$ cat src/rtl/deq_pkg.sv
// Shared types and request/status codes for the double-ended queue.
`timescale 1ns / 1ps

package deq_pkg;

    typedef logic [2:0] t_req_type;
    typedef logic [1:0] t_status;
    typedef logic [3:0] t_position;
    typedef logic [4:0] t_occupancy;
    typedef logic signed [31:0] t_value;

    localparam t_req_type REQ_PUSH_FRONT = 3'd0;
    localparam t_req_type REQ_PUSH_BACK  = 3'd1;
    localparam t_req_type REQ_POP_FRONT  = 3'd2;
    localparam t_req_type REQ_POP_BACK   = 3'd3;
    localparam t_req_type REQ_REMOVE     = 3'd4;

    localparam t_status ST_OK      = 2'd0;
    localparam t_status ST_EMPTY   = 2'd1;
    localparam t_status ST_NOINDEX = 2'd2;
    localparam t_status ST_FULL    = 2'd3;

endpackage

$ cat src/rtl/deque_with_indexed_removal.sv
// Top level: bounded double-ended queue with removal by position.
//
//  channel | direction | handshake                  | payload
//  --------+-----------+----------------------------+-------------------------------------
//  in      | input     | i_in_valid / o_in_ready    | i_req_type, i_push_value, i_position
//  out     | output    | o_out_valid / i_out_ready  | o_status, o_removed_value, o_occupancy
//
// One item at a time. A middle removal shifts every later entry down by one position,
// one store write per moved entry through the single RAM write port.
// Reset clears the front slot, the count and the handshake state; the store is not cleared.
// A finished result waits in the output register; a new item is taken while it waits.
`timescale 1ns / 1ps

module deque_with_indexed_removal #(
    parameter int QUEUE_DEPTH = 16,
    parameter int VALUE_BITS  = 32
) (
    input  logic                   i_clk,
    input  logic                   i_rst_n,
    input  logic                   i_in_valid,
    output logic                   o_in_ready,
    input  deq_pkg::t_req_type     i_req_type,
    input  deq_pkg::t_value        i_push_value,
    input  deq_pkg::t_position     i_position,
    output logic                   o_out_valid,
    input  logic                   i_out_ready,
    output deq_pkg::t_status       o_status,
    output deq_pkg::t_value        o_removed_value,
    output deq_pkg::t_occupancy    o_occupancy
);

    import deq_pkg::*;

    localparam int AW = $clog2(QUEUE_DEPTH);
    localparam int CW = $clog2(QUEUE_DEPTH + 1);
    localparam int PW = (CW > 4) ? CW : 4;
    localparam int SW = ((AW > CW) ? AW : CW) + 1;
    localparam int XW = (VALUE_BITS > 32) ? VALUE_BITS : 32;

    typedef enum logic [2:0] {S_IDLE, S_EXEC, S_READ, S_SHIFT, S_DONE} t_state;

    t_state                r_state;
    t_req_type             r_kind;
    logic [VALUE_BITS-1:0] r_val;
    t_position             r_pos;
    logic [AW-1:0]         r_front;
    logic [CW-1:0]         r_count;
    logic [CW-1:0]         r_idx;
    logic                  r_from_front;
    logic                  r_mid;
    t_status               r_res_status;
    t_value                r_taken;

    logic                  w_we;
    logic [AW-1:0]         w_waddr;
    logic [VALUE_BITS-1:0] w_wdata;
    logic                  w_re;
    logic [AW-1:0]         w_raddr;
    logic [VALUE_BITS-1:0] w_rdata;

    logic [XW-1:0]         w_push_ext;
    logic [XW-1:0]         w_rd_ext;
    logic                  w_empty;
    logic                  w_full;
    logic                  w_noindex;
    logic                  w_pos_first;
    logic                  w_pos_last;
    logic [AW-1:0]         w_front_dec;
    logic [AW-1:0]         w_front_inc;
    logic                  w_more;

    function automatic logic [AW-1:0] slot_of(input logic [AW-1:0] front,
                                              input logic [CW-1:0] off);
        logic [SW-1:0] sum;
        sum = SW'(front) + SW'(off);
        if (sum >= SW'(QUEUE_DEPTH)) begin
            sum = sum - SW'(QUEUE_DEPTH);
        end
        return sum[AW-1:0];
    endfunction

    assign o_in_ready  = (r_state == S_IDLE);
    assign w_push_ext  = XW'($unsigned(i_push_value));
    assign w_rd_ext    = XW'(w_rdata);
    assign w_empty     = (r_count == '0);
    assign w_full      = (r_count == CW'(QUEUE_DEPTH));
    assign w_noindex   = (PW'(r_pos) >= PW'(r_count));
    assign w_pos_first = (r_pos == '0);
    assign w_pos_last  = (PW'(r_pos) == PW'(r_count) - PW'(1));
    assign w_front_dec = (r_front == '0) ? AW'(QUEUE_DEPTH - 1) : r_front - AW'(1);
    assign w_front_inc = (r_front == AW'(QUEUE_DEPTH - 1)) ? '0 : r_front + AW'(1);
    assign w_more      = ((CW + 1)'(r_idx) + (CW + 1)'(2)) < (CW + 1)'(r_count);

    always_comb begin
        w_we    = 1'b0;
        w_waddr = r_front;
        w_wdata = r_val;
        w_re    = 1'b0;
        w_raddr = r_front;
        case (r_state)
            S_EXEC: begin
                case (r_kind)
                    REQ_PUSH_FRONT: begin
                        w_we    = !w_full;
                        w_waddr = w_front_dec;
                    end
                    REQ_PUSH_BACK: begin
                        w_we    = !w_full;
                        w_waddr = slot_of(r_front, r_count);
                    end
                    REQ_POP_FRONT: begin
                        w_re = !w_empty;
                    end
                    REQ_POP_BACK: begin
                        w_re    = !w_empty;
                        w_raddr = slot_of(r_front, r_count - CW'(1));
                    end
                    REQ_REMOVE: begin
                        w_re    = !w_empty && !w_noindex;
                        w_raddr = slot_of(r_front, CW'(r_pos));
                    end
                    default: begin
                    end
                endcase
            end
            S_READ: begin
                w_re    = r_mid;
                w_raddr = slot_of(r_front, CW'(r_pos) + CW'(1));
            end
            S_SHIFT: begin
                w_we    = 1'b1;
                w_waddr = slot_of(r_front, r_idx);
                w_wdata = w_rdata;
                w_re    = w_more;
                w_raddr = slot_of(r_front, r_idx + CW'(2));
            end
            default: begin
            end
        endcase
    end

    deq_ram #(
        .WIDTH (VALUE_BITS),
        .DEPTH (QUEUE_DEPTH)
    ) u_store (
        .i_clk   (i_clk),
        .i_we    (w_we),
        .i_waddr (w_waddr),
        .i_wdata (w_wdata),
        .i_re    (w_re),
        .i_raddr (w_raddr),
        .o_rdata (w_rdata)
    );

    always_ff @(posedge i_clk) begin
        if (!i_rst_n) begin
            r_state     <= S_IDLE;
            r_front     <= '0;
            r_count     <= '0;
            o_out_valid <= 1'b0;
        end else begin
            if (o_out_valid && i_out_ready && r_state != S_DONE) begin
                o_out_valid <= 1'b0;
            end
            case (r_state)
                S_IDLE: begin
                    if (i_in_valid) begin
                        r_kind  <= i_req_type;
                        r_val   <= w_push_ext[VALUE_BITS-1:0];
                        r_pos   <= i_position;
                        r_state <= S_EXEC;
                    end
                end
                S_EXEC: begin
                    r_taken      <= '0;
                    r_from_front <= (r_kind == REQ_POP_FRONT) ||
                                    ((r_kind == REQ_REMOVE) && w_pos_first);
                    r_mid        <= (r_kind == REQ_REMOVE) && !w_pos_first && !w_pos_last;
                    case (r_kind)
                        REQ_PUSH_FRONT: begin
                            r_state <= S_DONE;
                            if (w_full) begin
                                r_res_status <= ST_FULL;
                            end else begin
                                r_res_status <= ST_OK;
                                r_front      <= w_front_dec;
                                r_count      <= r_count + CW'(1);
                            end
                        end
                        REQ_PUSH_BACK: begin
                            r_state <= S_DONE;
                            if (w_full) begin
                                r_res_status <= ST_FULL;
                            end else begin
                                r_res_status <= ST_OK;
                                r_count      <= r_count + CW'(1);
                            end
                        end
                        REQ_POP_FRONT, REQ_POP_BACK: begin
                            if (w_empty) begin
                                r_res_status <= ST_EMPTY;
                                r_state      <= S_DONE;
                            end else begin
                                r_res_status <= ST_OK;
                                r_state      <= S_READ;
                            end
                        end
                        REQ_REMOVE: begin
                            if (w_empty) begin
                                r_res_status <= ST_EMPTY;
                                r_state      <= S_DONE;
                            end else if (w_noindex) begin
                                r_res_status <= ST_NOINDEX;
                                r_state      <= S_DONE;
                            end else begin
                                r_res_status <= ST_OK;
                                r_state      <= S_READ;
                            end
                        end
                        default: begin
                            r_res_status <= ST_OK;
                            r_state      <= S_DONE;
                        end
                    endcase
                end
                S_READ: begin
                    r_taken <= w_rd_ext[31:0];
                    if (r_mid) begin
                        r_idx   <= CW'(r_pos);
                        r_state <= S_SHIFT;
                    end else begin
                        if (r_from_front) begin
                            r_front <= w_front_inc;
                        end
                        r_count <= r_count - CW'(1);
                        r_state <= S_DONE;
                    end
                end
                S_SHIFT: begin
                    if (w_more) begin
                        r_idx <= r_idx + CW'(1);
                    end else begin
                        r_count <= r_count - CW'(1);
                        r_state <= S_DONE;
                    end
                end
                S_DONE: begin
                    if (!o_out_valid || i_out_ready) begin
                        o_out_valid     <= 1'b1;
                        o_status        <= r_res_status;
                        o_removed_value <= r_taken;
                        o_occupancy     <= t_occupancy'(r_count);
                        r_state         <= S_IDLE;
                    end
                end
                default: begin
                    r_state <= S_IDLE;
                end
            endcase
        end
    end

`ifndef NO_ASSERTIONS
    a_one_at_a_time: assert property (@(posedge i_clk) disable iff (!i_rst_n)
        (i_in_valid && o_in_ready) |=> !o_in_ready)
        else $error("item accepted while another is in flight");

    a_count_bound: assert property (@(posedge i_clk) disable iff (!i_rst_n)
        r_count <= CW'(QUEUE_DEPTH))
        else $error("entry count beyond queue depth");

    a_empty_result: assert property (@(posedge i_clk) disable iff (!i_rst_n)
        (o_out_valid && o_status == ST_EMPTY) |-> (o_occupancy == '0 && o_removed_value == '0))
        else $error("empty status with entries or a value");

    a_no_access_clash: assert property (@(posedge i_clk) disable iff (!i_rst_n)
        (w_we && w_re) |-> (w_waddr != w_raddr))
        else $error("store read and write hit the same slot");
`endif

endmodule

$ cat src/rtl/deq_ram.sv
// Generic single-write, single-read RAM with registered read data.
`timescale 1ns / 1ps

module deq_ram #(
    parameter int WIDTH = 32,
    parameter int DEPTH = 16
) (
    input  logic                     i_clk,
    input  logic                     i_we,
    input  logic [$clog2(DEPTH)-1:0] i_waddr,
    input  logic [WIDTH-1:0]         i_wdata,
    input  logic                     i_re,
    input  logic [$clog2(DEPTH)-1:0] i_raddr,
    output logic [WIDTH-1:0]         o_rdata
);

    logic [WIDTH-1:0] r_mem [DEPTH];

    always_ff @(posedge i_clk) begin
        if (i_we) begin
            r_mem[i_waddr] <= i_wdata;
        end
        if (i_re) begin
            o_rdata <= r_mem[i_raddr];
        end
    end

endmodule

$ cat config.mk
export PLATFORM = sky130hd
export DESIGN_NAME = deque_with_indexed_removal
export DESIGN_NICKNAME = d
export VERILOG_FILES = /design/src/rtl/deq_pkg.sv /design/src/rtl/deque_with_indexed_removal.sv /design/src/rtl/deq_ram.sv
export SDC_FILE = /design/constraint.sdc
export NUM_CORES = 1
export LEC_CHECK = 0
export BUFFER_PORTS_ARGS = -buffer_cell sky130_fd_sc_hd__buf_4
export CORE_MARGIN = 5
export CORE_UTILIZATION = 46
export DETAILED_ROUTE_END_ITERATION = 10
export PLACE_DENSITY_LB_ADDON = 0.05
export SLEW_MARGIN = 20
export SYNTH_ARGS = -nofsm -noshare
export SYNTH_HDL_FRONTEND = slang
export SYNTH_SLANG_ARGS = --single-unit
export TNS_END_PERCENT = 1
$ cat constraint.sdc
create_clock -name i_clk -period 9.47 [get_ports i_clk]
set_input_delay 1.4205 -clock i_clk [delete_from_list [all_inputs] [get_ports i_clk]]
set_output_delay 1.4205 -clock i_clk [all_outputs]
set_load 0.01 [all_outputs]
==> key figures, run 1 <==
Die
  • Die Y: 255 um
  • Core area: 0.0591 sq mm
  • Row cnt: 89
  • Die Footprint: 0.0649 sq mm
  • Width of the die: 255 um
  • Effective utilization at floorplan: 0.466
  • Io pins: 84

Cells and area
  • Most frequent cells in the layout: 663 x edfxtp_1, 312 x nand2_1, 120 x buf_4
  • Post-layout net count: 2038
  • Ant diodes: 0
  • Most common cell after layout, fill and taps aside: edfxtp_1
  • Layout area overhead: 13.5%
  • Final Non-Filler Cells: 2790
  • FILL cells: 4930
  • Share of layout cells above drive strength 1: 0.147
  • Design area: 0.0313 sq mm

STA
  • RSZ-0062 raised after global routing: false
  • Fmax: 197 MHz
  • Final Hold Viols: 0
  • Min Tclk post-route: 5070 ps
  • Final worst slack: 4400 ps
  • Count of final setup violators: 0
  • Worst-margin pin slew: 1090 ps
  • Period utilization: 0.535
  • Clk_skew: 15.2 ps
  • Max-slew violations: 0
  • Worst hold slack: 417 ps
  • Slew margin rel.: 0.271
  • TNS Setup: 0 ps

Placed design
  • DP Cell Count: 2660
  • Placed Area: 0.0291 sq mm
  • Setup WS pre-CTS: 4440 ps
  • Port bufs: 83
  • DP HPWL: 38200 um
  • GP Congestion: 0.849

Clocking
  • Post-CTS setup buffers: 0
  • Hold buffers post-CTS: 0
  • Clock buffer depth: 3
  • Clock latency on the worst-skew pair: 600 ps
  • Post-cts repair resize count: 0
  • # H-tree levels: 3
  • CTS tree: yes
  • Total CTS buffers: 72
  • Root Buffer: clkbuf_16
  • Worst-path clk slew: 60 ps
  • # clock sinks: 676

Min path
  • Hold Path Origin: r_taken[24]
  • Worst hold path depth: 0
  • Worst Hold Class: reg -> reg
  • Hold-critical path endpoint: o_removed_value[24]

Pwr
  • Peak supply drop: 0.000167 V
  • Clock network power share: 0.416
  • Sw Share: 0.221
  • Share of power burned in registers: 0.521
  • Cell Int Power: 4.98 mW
  • Combinational share of power: 0.063
  • Leakage power: 10.8 nW
  • Power per cell area: 204 mW/mm^2
  • Net Sw Power: 1.41 mW

Synthesis
  • Asr flop ratio synth: 0
  • #FFs+latches synth: 676
  • Post-synth EDFFs: 663
  • Yosys cell types: 64
  • Sequential area share after synthesis: 0.732
  • Synth Net Count: 1959
  • Synthesized instance count: 1882
  • Yosys warns: 0
  • Post-Syn Area per Cell: 14.6 sq um
  • Main synth FF type: edfxtp_1
  • Netlist Area Pre-Place: 0.0276 sq mm

Global route
  • GRT overflow: 0
  • Vias in the first global route: 15973
  • GRT Total Usage: 0.219
  • First-pass GRT wire length: 106000 um
  • Initial antenna violation count: 4
  • Largest net degree at the start of global routing: 137

Detailed routing
  • Vias: 16169
  • Via density: 5.80
  • Drt total wl: 71300 um
  • DRC: 0
  • Final ANT Viol Nets: 0
  • DR iter-0 viols: 1248
  • Routed wire per std cell: 25.5 um
  • Pre-Repair DR Iteration Count: 5

Setup path
  • Critical path class: reg -> reg
  • Worst setup SP type: flop
  • Crit path arrival time: 5510 ps
  • R2r startpoint: r_kind[0]
  • R2R setup slack: 4400 ps
  • Cells on worst reg2reg path: 13
  • CP endpoint kind: flop
  • R2r endpoint: u_store.o_rdata[4]
  • CP max FO: 36
  • Worst path required time: 9910 ps

Outcome
  • Status: finished clean

Run
  • Max cap viols: 0
-- registers in the layout (all words and copies together), names as in the netlist --
signal           cells
u_store.o_rdata     32
r_kind               3
r_res_status         2
r_pos                4
r_state              3
o_out_valid          1
r_front              4
r_val               32
o_occupancy          5
r_taken             32
r_mid                1
r_idx                5
r_from_front         1
u_store.r_mem      512
o_status             2
o_removed_value     32
r_count              5
-- area by class of cell --
cell class	count	area, sq um	share of cell area
Multi-Input combinational cell	1067	6920	0.221
Clock inverter	37	258	0.00824
Inverter	23	86.3	0.00276
Sequential cell	676	20200	0.645
Timing Repair Buffer	121	921	0.0294
Tap cell	773	967	0.0309
Clock buffer	93	1950	0.0625
-- cell usage after synthesis (4+ instances only) --
cell type | number | area (sq um)
a211oi_1 | 7 | 52.6
a21boi_0 | 4 | 30.0
a21o_1 | 5 | 37.5
a21oi_1 | 97 | 485
a32oi_1 | 64 | 561
and3_1 | 37 | 231
buf_1 | 11 | 41.3
buf_2 | 37 | 185
buf_4 | 19 | 143
clkbuf_1 | 46 | 173
dfxtp_1 | 13 | 260
edfxtp_1 | 663 | 19900
fa_1 | 5 | 100
ha_1 | 29 | 363
inv_1 | 23 | 86.3
mux2_2 | 35 | 394
mux2i_1 | 101 | 1010
nand2_1 | 314 | 1180
nand2b_1 | 7 | 43.8
nand3_1 | 105 | 526
nand3b_1 | 4 | 30.0
nand4_1 | 5 | 31.3
nor2_1 | 30 | 113
nor2b_1 | 11 | 68.8
nor3_1 | 6 | 30.0
o21a_1 | 4 | 30.0
o21ai_0 | 50 | 250
o21ai_1 | 35 | 175
o22a_1 | 31 | 272
or4_1 | 4 | 30.0
xnor2_1 | 14 | 123
xor2_1 | 7 | 61.3
-- cell families after synthesis --
logic type | Yosys count | synth area share
AO/OA/AOI/OAI | 333 | 0.0809
XOR/XNOR | 21 | 0.00668
adder cells (fa/ha/maj) | 34 | 0.0168
buffers and inverters | 139 | 0.0240
flip-flops | 676 | 0.732
multiplexers | 136 | 0.0510
AND/OR/NAND/NOR | 543 | 0.0886
-- metal layers --
metal  share of wire  routed length [um]  global-route usage  vias up
met5               0                   0                   0        -
met4           0.019                1330              0.0459        0
met3           0.061                4330              0.0394      100
met2            0.47               33700               0.356      521
met1            0.45               31900               0.316     8204
li1                -                   -                   -     7344
-- worst max-delay path by stage --
stage / from / end / slack (ps)
2_1_floorplan: r_front[1] / u_store.r_mem[4][0] / 4600
3_3_place_gp: r_kind[0] / u_store.o_rdata[3] / 4530
3_5_place_dp: r_kind[0] / u_store.o_rdata[3] / 4440
4_1_cts: r_kind[0] / u_store.o_rdata[3] / 4420
5_1_grt: r_kind[0] / u_store.o_rdata[3] / 4150
6_report: r_kind[0] / u_store.o_rdata[4] / 4400
-- power groups by stage --
| stage | Combinational [mW] | Clock [mW] | Sequential [mW] |
|---|---|---|---|
| finish | 0.405 | 2.66 | 3.33 |
| global route | 0.442 | 2.85 | 3.33 |
| CTS | 0.407 | 2.73 | 3.33 |
| detailed placement | 0.406 | 0 | 3.39 |
| global placement | 0.400 | 0 | 3.39 |
| floorplan | 0.267 | 0 | 3.38 |
-- per-stage QoR --
stage,power (mW),util
2_1_floorplan,3.65,-
3_3_place_gp,3.79,0.492
3_5_place_dp,3.80,0.492
4_1_cts,6.46,0.529
5_1_grt,6.62,0.529
6_report,6.40,0.529
-- worst max-delay path: stages, from the launching register on --
cell      delay [ps]
edfxtp_1         580
or3b_1           620
nand2_1          140
a21boi_0         270
inv_1             90
fa_1             380
xor2_1           180
a211oi_2         300
a311o_2          170
buf_4            500
nand2_1          720
buf_4            490
o22a_1           240
a32oi_1          190
No activity file was read; power rests on OpenSTA's default activity.
==> run 2: changes to the inputs <==
- clock period: 9.47 -> 4.25 ns (I/O delays scaled with it)
==> key figures, run 2 (synthesis gave the netlist of run 1 again) <==
Setup path
  • Critical path class: reg -> reg
  • R2R setup slack: 310 ps (-4090 ps)
  • CP max FO: 15 (-58%)
  • Worst path required time: 4570 ps (-5340 ps)
  • CP endpoint kind: flop
  • Worst setup SP type: flop
  • Crit path arrival time: 4260 ps (-1250 ps)

Clocking
  • Root Buffer: clkbuf_16
  • # clock sinks: 676 (unchanged)
  • CTS tree: yes
  • # H-tree levels: 3 (unchanged)
  • Worst-path clk slew: 60 ps (about the same)
  • Clock buffer depth: 3 (unchanged)
  • Clock latency on the worst-skew pair: 600 ps (about the same)
  • Total CTS buffers: 72 (unchanged)

STA
  • Slew margin rel.: 0.376 (+0.105)
  • Max-slew violations: 0 (unchanged)
  • Final Hold Viols: 0 (unchanged)
  • Worst-margin pin slew: 934 ps (-160 ps)
  • Final worst slack: 311 ps (-4090 ps)
  • Count of final setup violators: 0 (unchanged)
  • Fmax: 254 MHz (+29%)
  • Clk_skew: 21.9 ps (+6.64 ps)
  • Worst hold slack: 212 ps (-205 ps)
  • Period utilization: 0.927 (+0.392)
  • Min Tclk post-route: 3940 ps (-1130 ps)
  • RSZ-0062 raised after global routing: false

Detailed routing
  • Via density: 5.77 (-0.42%)
  • Routed wire per std cell: 24.6 um (-3.5%)
  • Routed length on met2: 33000 um (-1.9%)
  • Vias: 16314 (+0.90%)
  • Wl on met1: 31500 um (-1.4%)
  • DR iter-0 viols: 1400 (+12%)
  • Max layer used: met4
  • DRC: 0 (unchanged)
  • Pre-Repair DR Iteration Count: 5 (unchanged)
  • Final ANT Viol Nets: 0 (unchanged)
  • Drt total wl: 69700 um (-2.3%)
  • WL met3: 3690 um (-15%)

Cells and area
  • Largest Register: u_store.r_mem
  • Most common cell after layout, fill and taps aside: edfxtp_1
  • Final core occ: 0.537 (+0.00846)
  • Post-layout net count: 2078 (+2.0%)
  • Largest register FFs: 512 (unchanged)
  • Layout area overhead: 15.4%
  • FILL cells: 4830 (-2.0%)
  • Share of layout cells above drive strength 1: 0.158 (+0.0110)
  • Ant diodes: 0 (unchanged)
  • Most frequent cells in the layout: 663 x edfxtp_1, 312 x nand2_1, 135 x buf_4
  • Multi-input logic area: 0.00693 sq mm (about the same)
  • Register Area: 0.0202 sq mm (unchanged)

Die
  • Row cnt: 89 (unchanged)
  • Core area: 0.0591 sq mm (unchanged)
  • Io pins: 84 (unchanged)
  • Die Footprint: 0.0649 sq mm (unchanged)
  • Effective utilization at floorplan: 0.466 (unchanged)
  • Width of the die: 255 um (unchanged)
  • Die Y: 255 um (unchanged)

Min path
  • Worst Hold Class: in -> reg

Pwr
  • Power per cell area: 442 mW/mm^2 (+120%)
  • Combinational share of power: 0.068 (+0.005)
  • Clock network power share: 0.405 (-0.011)
  • Sw Share: 0.220 (-0.000355)
  • Share of power burned in registers: 0.527 (+0.006)
  • Cell Int Power: 11.0 mW (+120%)
  • Peak supply drop: 0.000337 V (+100%)
  • Leakage power: 11.0 nW (+2.0%)
  • Net Sw Power: 3.10 mW (+120%)

Placed design
  • Port bufs: 83 (unchanged)
  • DP HPWL: 39500 um (+3.2%)
  • Setup WS pre-CTS: 248 ps (-4200 ps)
  • GP Congestion: 0.838 (-1.3%)

Global route
  • GRT Total Usage: 0.212 (-0.00717)
  • Vias in the first global route: 15924 (-0.31%)
  • Largest net degree at the start of global routing: 130 (-5.1%)
  • GRT overflow: 0 (unchanged)
  • Initial antenna violation count: 3 (-1)
  • First-pass GRT wire length: 104000 um (-1.8%)

Run
  • Max cap viols: 0 (unchanged)

Outcome
  • Status: finished clean
run 2: changes by cell type in the layout (fill, tap and decap cells not counted), moves of 2 or more:
cell	previous run	this run
buf_12	1	26
buf_4	120	135
clkinv_2	17	9
clkbuf_1	17	24
bufinv_16	3	1
clkbuf_16	75	73
clkinv_1	13	15
run 2: path summary, 6_finish.rpt:
path,from,endpoint,cells after the start
hold / removal,i_position[3],r_pos[3],1
hold reg to reg,r_taken[28],o_removed_value[28],0
setup / recovery,r_kind[2],u_store.o_rdata[10],15
setup reg to reg,r_kind[2],u_store.o_rdata[10],15
run 2: layer usage:
layer,GRT usage,up-vias
li1,-,7432
met1,0.311,8311
met2,0.342,474
met3,0.0321,97
met4,0.0472,0
met5,0,-
run 2: per-stage QoR:
step,power [mW],cells,TNS (ps),instance area (sq um)
3_5_place_dp,8.50,2697,0,29600
3_3_place_gp,8.49,2697,0,29600
2_1_floorplan,8.13,1882,-19930,27600
5_1_grt,14.6,2827,0,31800
6_report,14.0,2827,0,31800
4_1_cts,14.2,2824,0,31700
run 2: cell type report:
cell class,count,share of cell area
sequential,676,0.635
multi-input combinational,1067,0.218
clock buffer,98,0.0607
timing repair buffer,161,0.0483
tap,773,0.0304
clock inverter,29,0.00524
inverter,23,0.00272
run 2: repair_timing:
item | 4_1_cts | 5_1_grt
setup buffers | 0 | 3
hold buffers | 0 | 0
resized for setup | 0 | 1
endpoints found under the setup margin | 0 | 17
run 2: power by group through the flow:
stage                     clock [mW]  sequential, mW  combinational [mW]
after floorplan                    0            7.54               0.596
after global placement             0            7.55               0.942
after detailed placement           0            7.55               0.952
after CTS                       5.83            7.41               0.955
after global routing            6.11            7.41                1.04
final                           5.69            7.41               0.950
run 2: worst max-delay path, stage by stage, from the launching register on:
cell,delay [ps]
edfxtp_1,480
or3b_1,500
nand2_1,110
a21boi_0,300
inv_1,90
fa_1,380
xor2_1,200
a211oi_2,90
a311o_2,400
buf_4,220
a21oi_4,130
buf_4,250
buf_4,220
a32oi_1,110
o21ai_1,100
a32oi_1,70
==> run 3: changes to the inputs <==
- CORE_UTILIZATION: 46 -> 56
- CTS_CLUSTER_DIAMETER: unset -> 30
==> key figures, run 3 (synthesis gave the netlist of run 1 again) <==
Detailed routing
  • Final ANT Viol Nets: 0 (unchanged)
  • Via density: 5.92 (+2.6%)
  • DR iter-0 viols: 1500 (+7.1%)
  • Routed wire per std cell: 24.5 um (-0.66%)
  • DRC: 0 (unchanged)
  • Vias: 16776 (+2.8%)
  • Drt total wl: 69400 um (-0.41%)
  • Pre-Repair DR Iteration Count: 5 (unchanged)

STA
  • Worst-margin pin slew: 934 ps (-0.329 ps)
  • Period utilization: 0.930 (+0.00307)
  • Max-slew violations: 0 (unchanged)
  • Count of final setup violators: 0 (unchanged)
  • TNS Setup: 0 ps (unchanged)
  • Min Tclk post-route: 3950 ps (+13.1 ps)
  • Slew margin rel.: 0.376 (about the same)
  • Final Hold Viols: 0 (unchanged)
  • Clk_skew: 29.1 ps (+7.26 ps)
  • Worst hold slack: 106 ps (-106 ps)
  • RSZ-0062 raised after global routing: false
  • Final worst slack: 298 ps (-13.1 ps)
  • Fmax: 253 MHz (-0.33%)

Die
  • Row cnt: 81 (-9.0%)
  • Width of the die: 232 um (-9.0%)
  • Core area: 0.0488 sq mm (-17%)
  • Effective utilization at floorplan: 0.564 (+0.0981)
  • Die Footprint: 0.0537 sq mm (-17%)
  • Io pins: 84 (unchanged)
  • Die Y: 232 um (-9.0%)

Clocking
  • Worst-path clk slew: 50 ps (about the same)
  • Post-CTS setup buffers: 0 (unchanged)
  • Root Buffer: clkbuf_16
  • Total CTS buffers: 137 (+90%)
  • CTS tree: yes
  • Post-cts repair resize count: 0 (unchanged)
  • # clock sinks: 676 (unchanged)
  • # H-tree levels: 4 (+1)
  • Clock latency on the worst-skew pair: 700 ps (+100 ps)
  • Clock buffer depth: 3 (unchanged)
  • Hold buffers post-CTS: 0 (unchanged)

Pwr
  • Power per cell area: 542 mW/mm^2 (+23%)
  • Peak supply drop: 0.000482 V (+43%)
  • Leakage power: 12.1 nW (+9.9%)

Min path
  • Worst hold path depth: 1 (unchanged)
  • Worst Hold Class: in -> reg

Placed design
  • Setup WS pre-CTS: 357 ps (+110 ps)
  • Port bufs: 83 (unchanged)
  • DP HPWL: 38000 um (-3.8%)
  • DP Cell Count: 2587 (-4.1%)
  • GP Congestion: 0.864 (+3.1%)

Setup path
  • CP max FO: 22 (+7)
  • Number of cells on the critical path: 13 (-2)
  • Crit-path cells: or3b_1, nand2_1, a21boi_0, inv_1, fa_1, xor2_1, a211oi_2, a311o_2, nand2_2, nor2_4, buf_4, a21oi_1, a32oi_1
  • Worst path max stage delay: 540 ps (+40 ps)
  • Critical path class: reg -> reg
  • CP endpoint kind: flop
  • Crit path buf inv count: 2 (-2)
  • Worst path required time: 4760 ps (+190 ps)
  • Crit path arrival time: 4460 ps (+200 ps)
  • Cells on worst reg2reg path: 13 (-2)
  • Worst path slowest cell: or3b_1
  • Worst setup SP type: flop
  • Worst path top cell family by delay: compound AO/OA/AOI/OAI gates

Cells and area
  • Post-layout net count: 2139 (+2.9%)
  • Ant diodes: 0 (unchanged)
  • Layout area overhead: 23.0%
  • Largest register FFs: 512 (unchanged)
  • Most frequent cells in the layout: 663 x edfxtp_1, 312 x nand2_1, 142 x clkbuf_16
  • Largest Register: u_store.r_mem
  • Share of layout cells above drive strength 1: 0.199 (+0.0413)
  • Most common cell after layout, fill and taps aside: edfxtp_1
  • Final Non-Filler Cells: 2834 (+0.25%)
  • Final core occ: 0.694 (+0.156)

Global route
  • GRT overflow: 0 (unchanged)
  • GRT Total Usage: 0.260 (+0.0479)
  • Vias in the first global route: 16952 (+6.5%)
  • Largest net degree at the start of global routing: 130 (unchanged)
  • First-pass GRT wire length: 104000 um (+0.30%)
  • Initial antenna violation count: 0 (-3)

Run
  • Max cap viols: 0 (unchanged)

Outcome
  • Status: finished clean
==> run 3: routing by layer <==
metal | wire, um | share of wire | track usage
met3 | 5100 | 0.074 | 0.0569
met4 | 2110 | 0.030 | 0.108
met1 | 28900 | 0.42 | 0.352
met2 | 33200 | 0.48 | 0.415
met5 | 0 | 0 | 0
==> run 3: layout make-up <==
cell class	count	area, sq um
clock inverters	78	718
multi-input cells	1067	6920
inverters	23	86.3
flip-flops and latches	676	20200
well taps	664	831
fillers	3291	15000
repair buffers	157	1490
clock buffers	169	3670
==> run 3: power breakdown <==
group          switching, mW  total, mW  internal (mW)
Combinational          0.609      0.940          0.332
Sequential            0.0337       7.44           7.40
Clock                   3.31       10.0           6.69
Total                   3.95       18.4           14.4
==> run 3: final timing paths <==
kind / start / endpoint / slack, ps
max reg2reg: r_kind[1] / u_store.o_rdata[31] / 300
max: r_kind[1] / u_store.o_rdata[31] / 300
min: i_push_value[18] / r_val[18] / 110
min reg2reg: r_taken[3] / o_removed_value[3] / 400
==> run 3: through the flow <==
| stage | cell area [sq um] | total power, mW |
|---|---|---|
| floorplan | 27600 | 8.13 |
| global placement | 29500 | 8.47 |
| detailed placement | 29500 | 8.49 |
| CTS | 33900 | 18.5 |
| global route | 33900 | 19.0 |
| finish | 33900 | 18.4 |
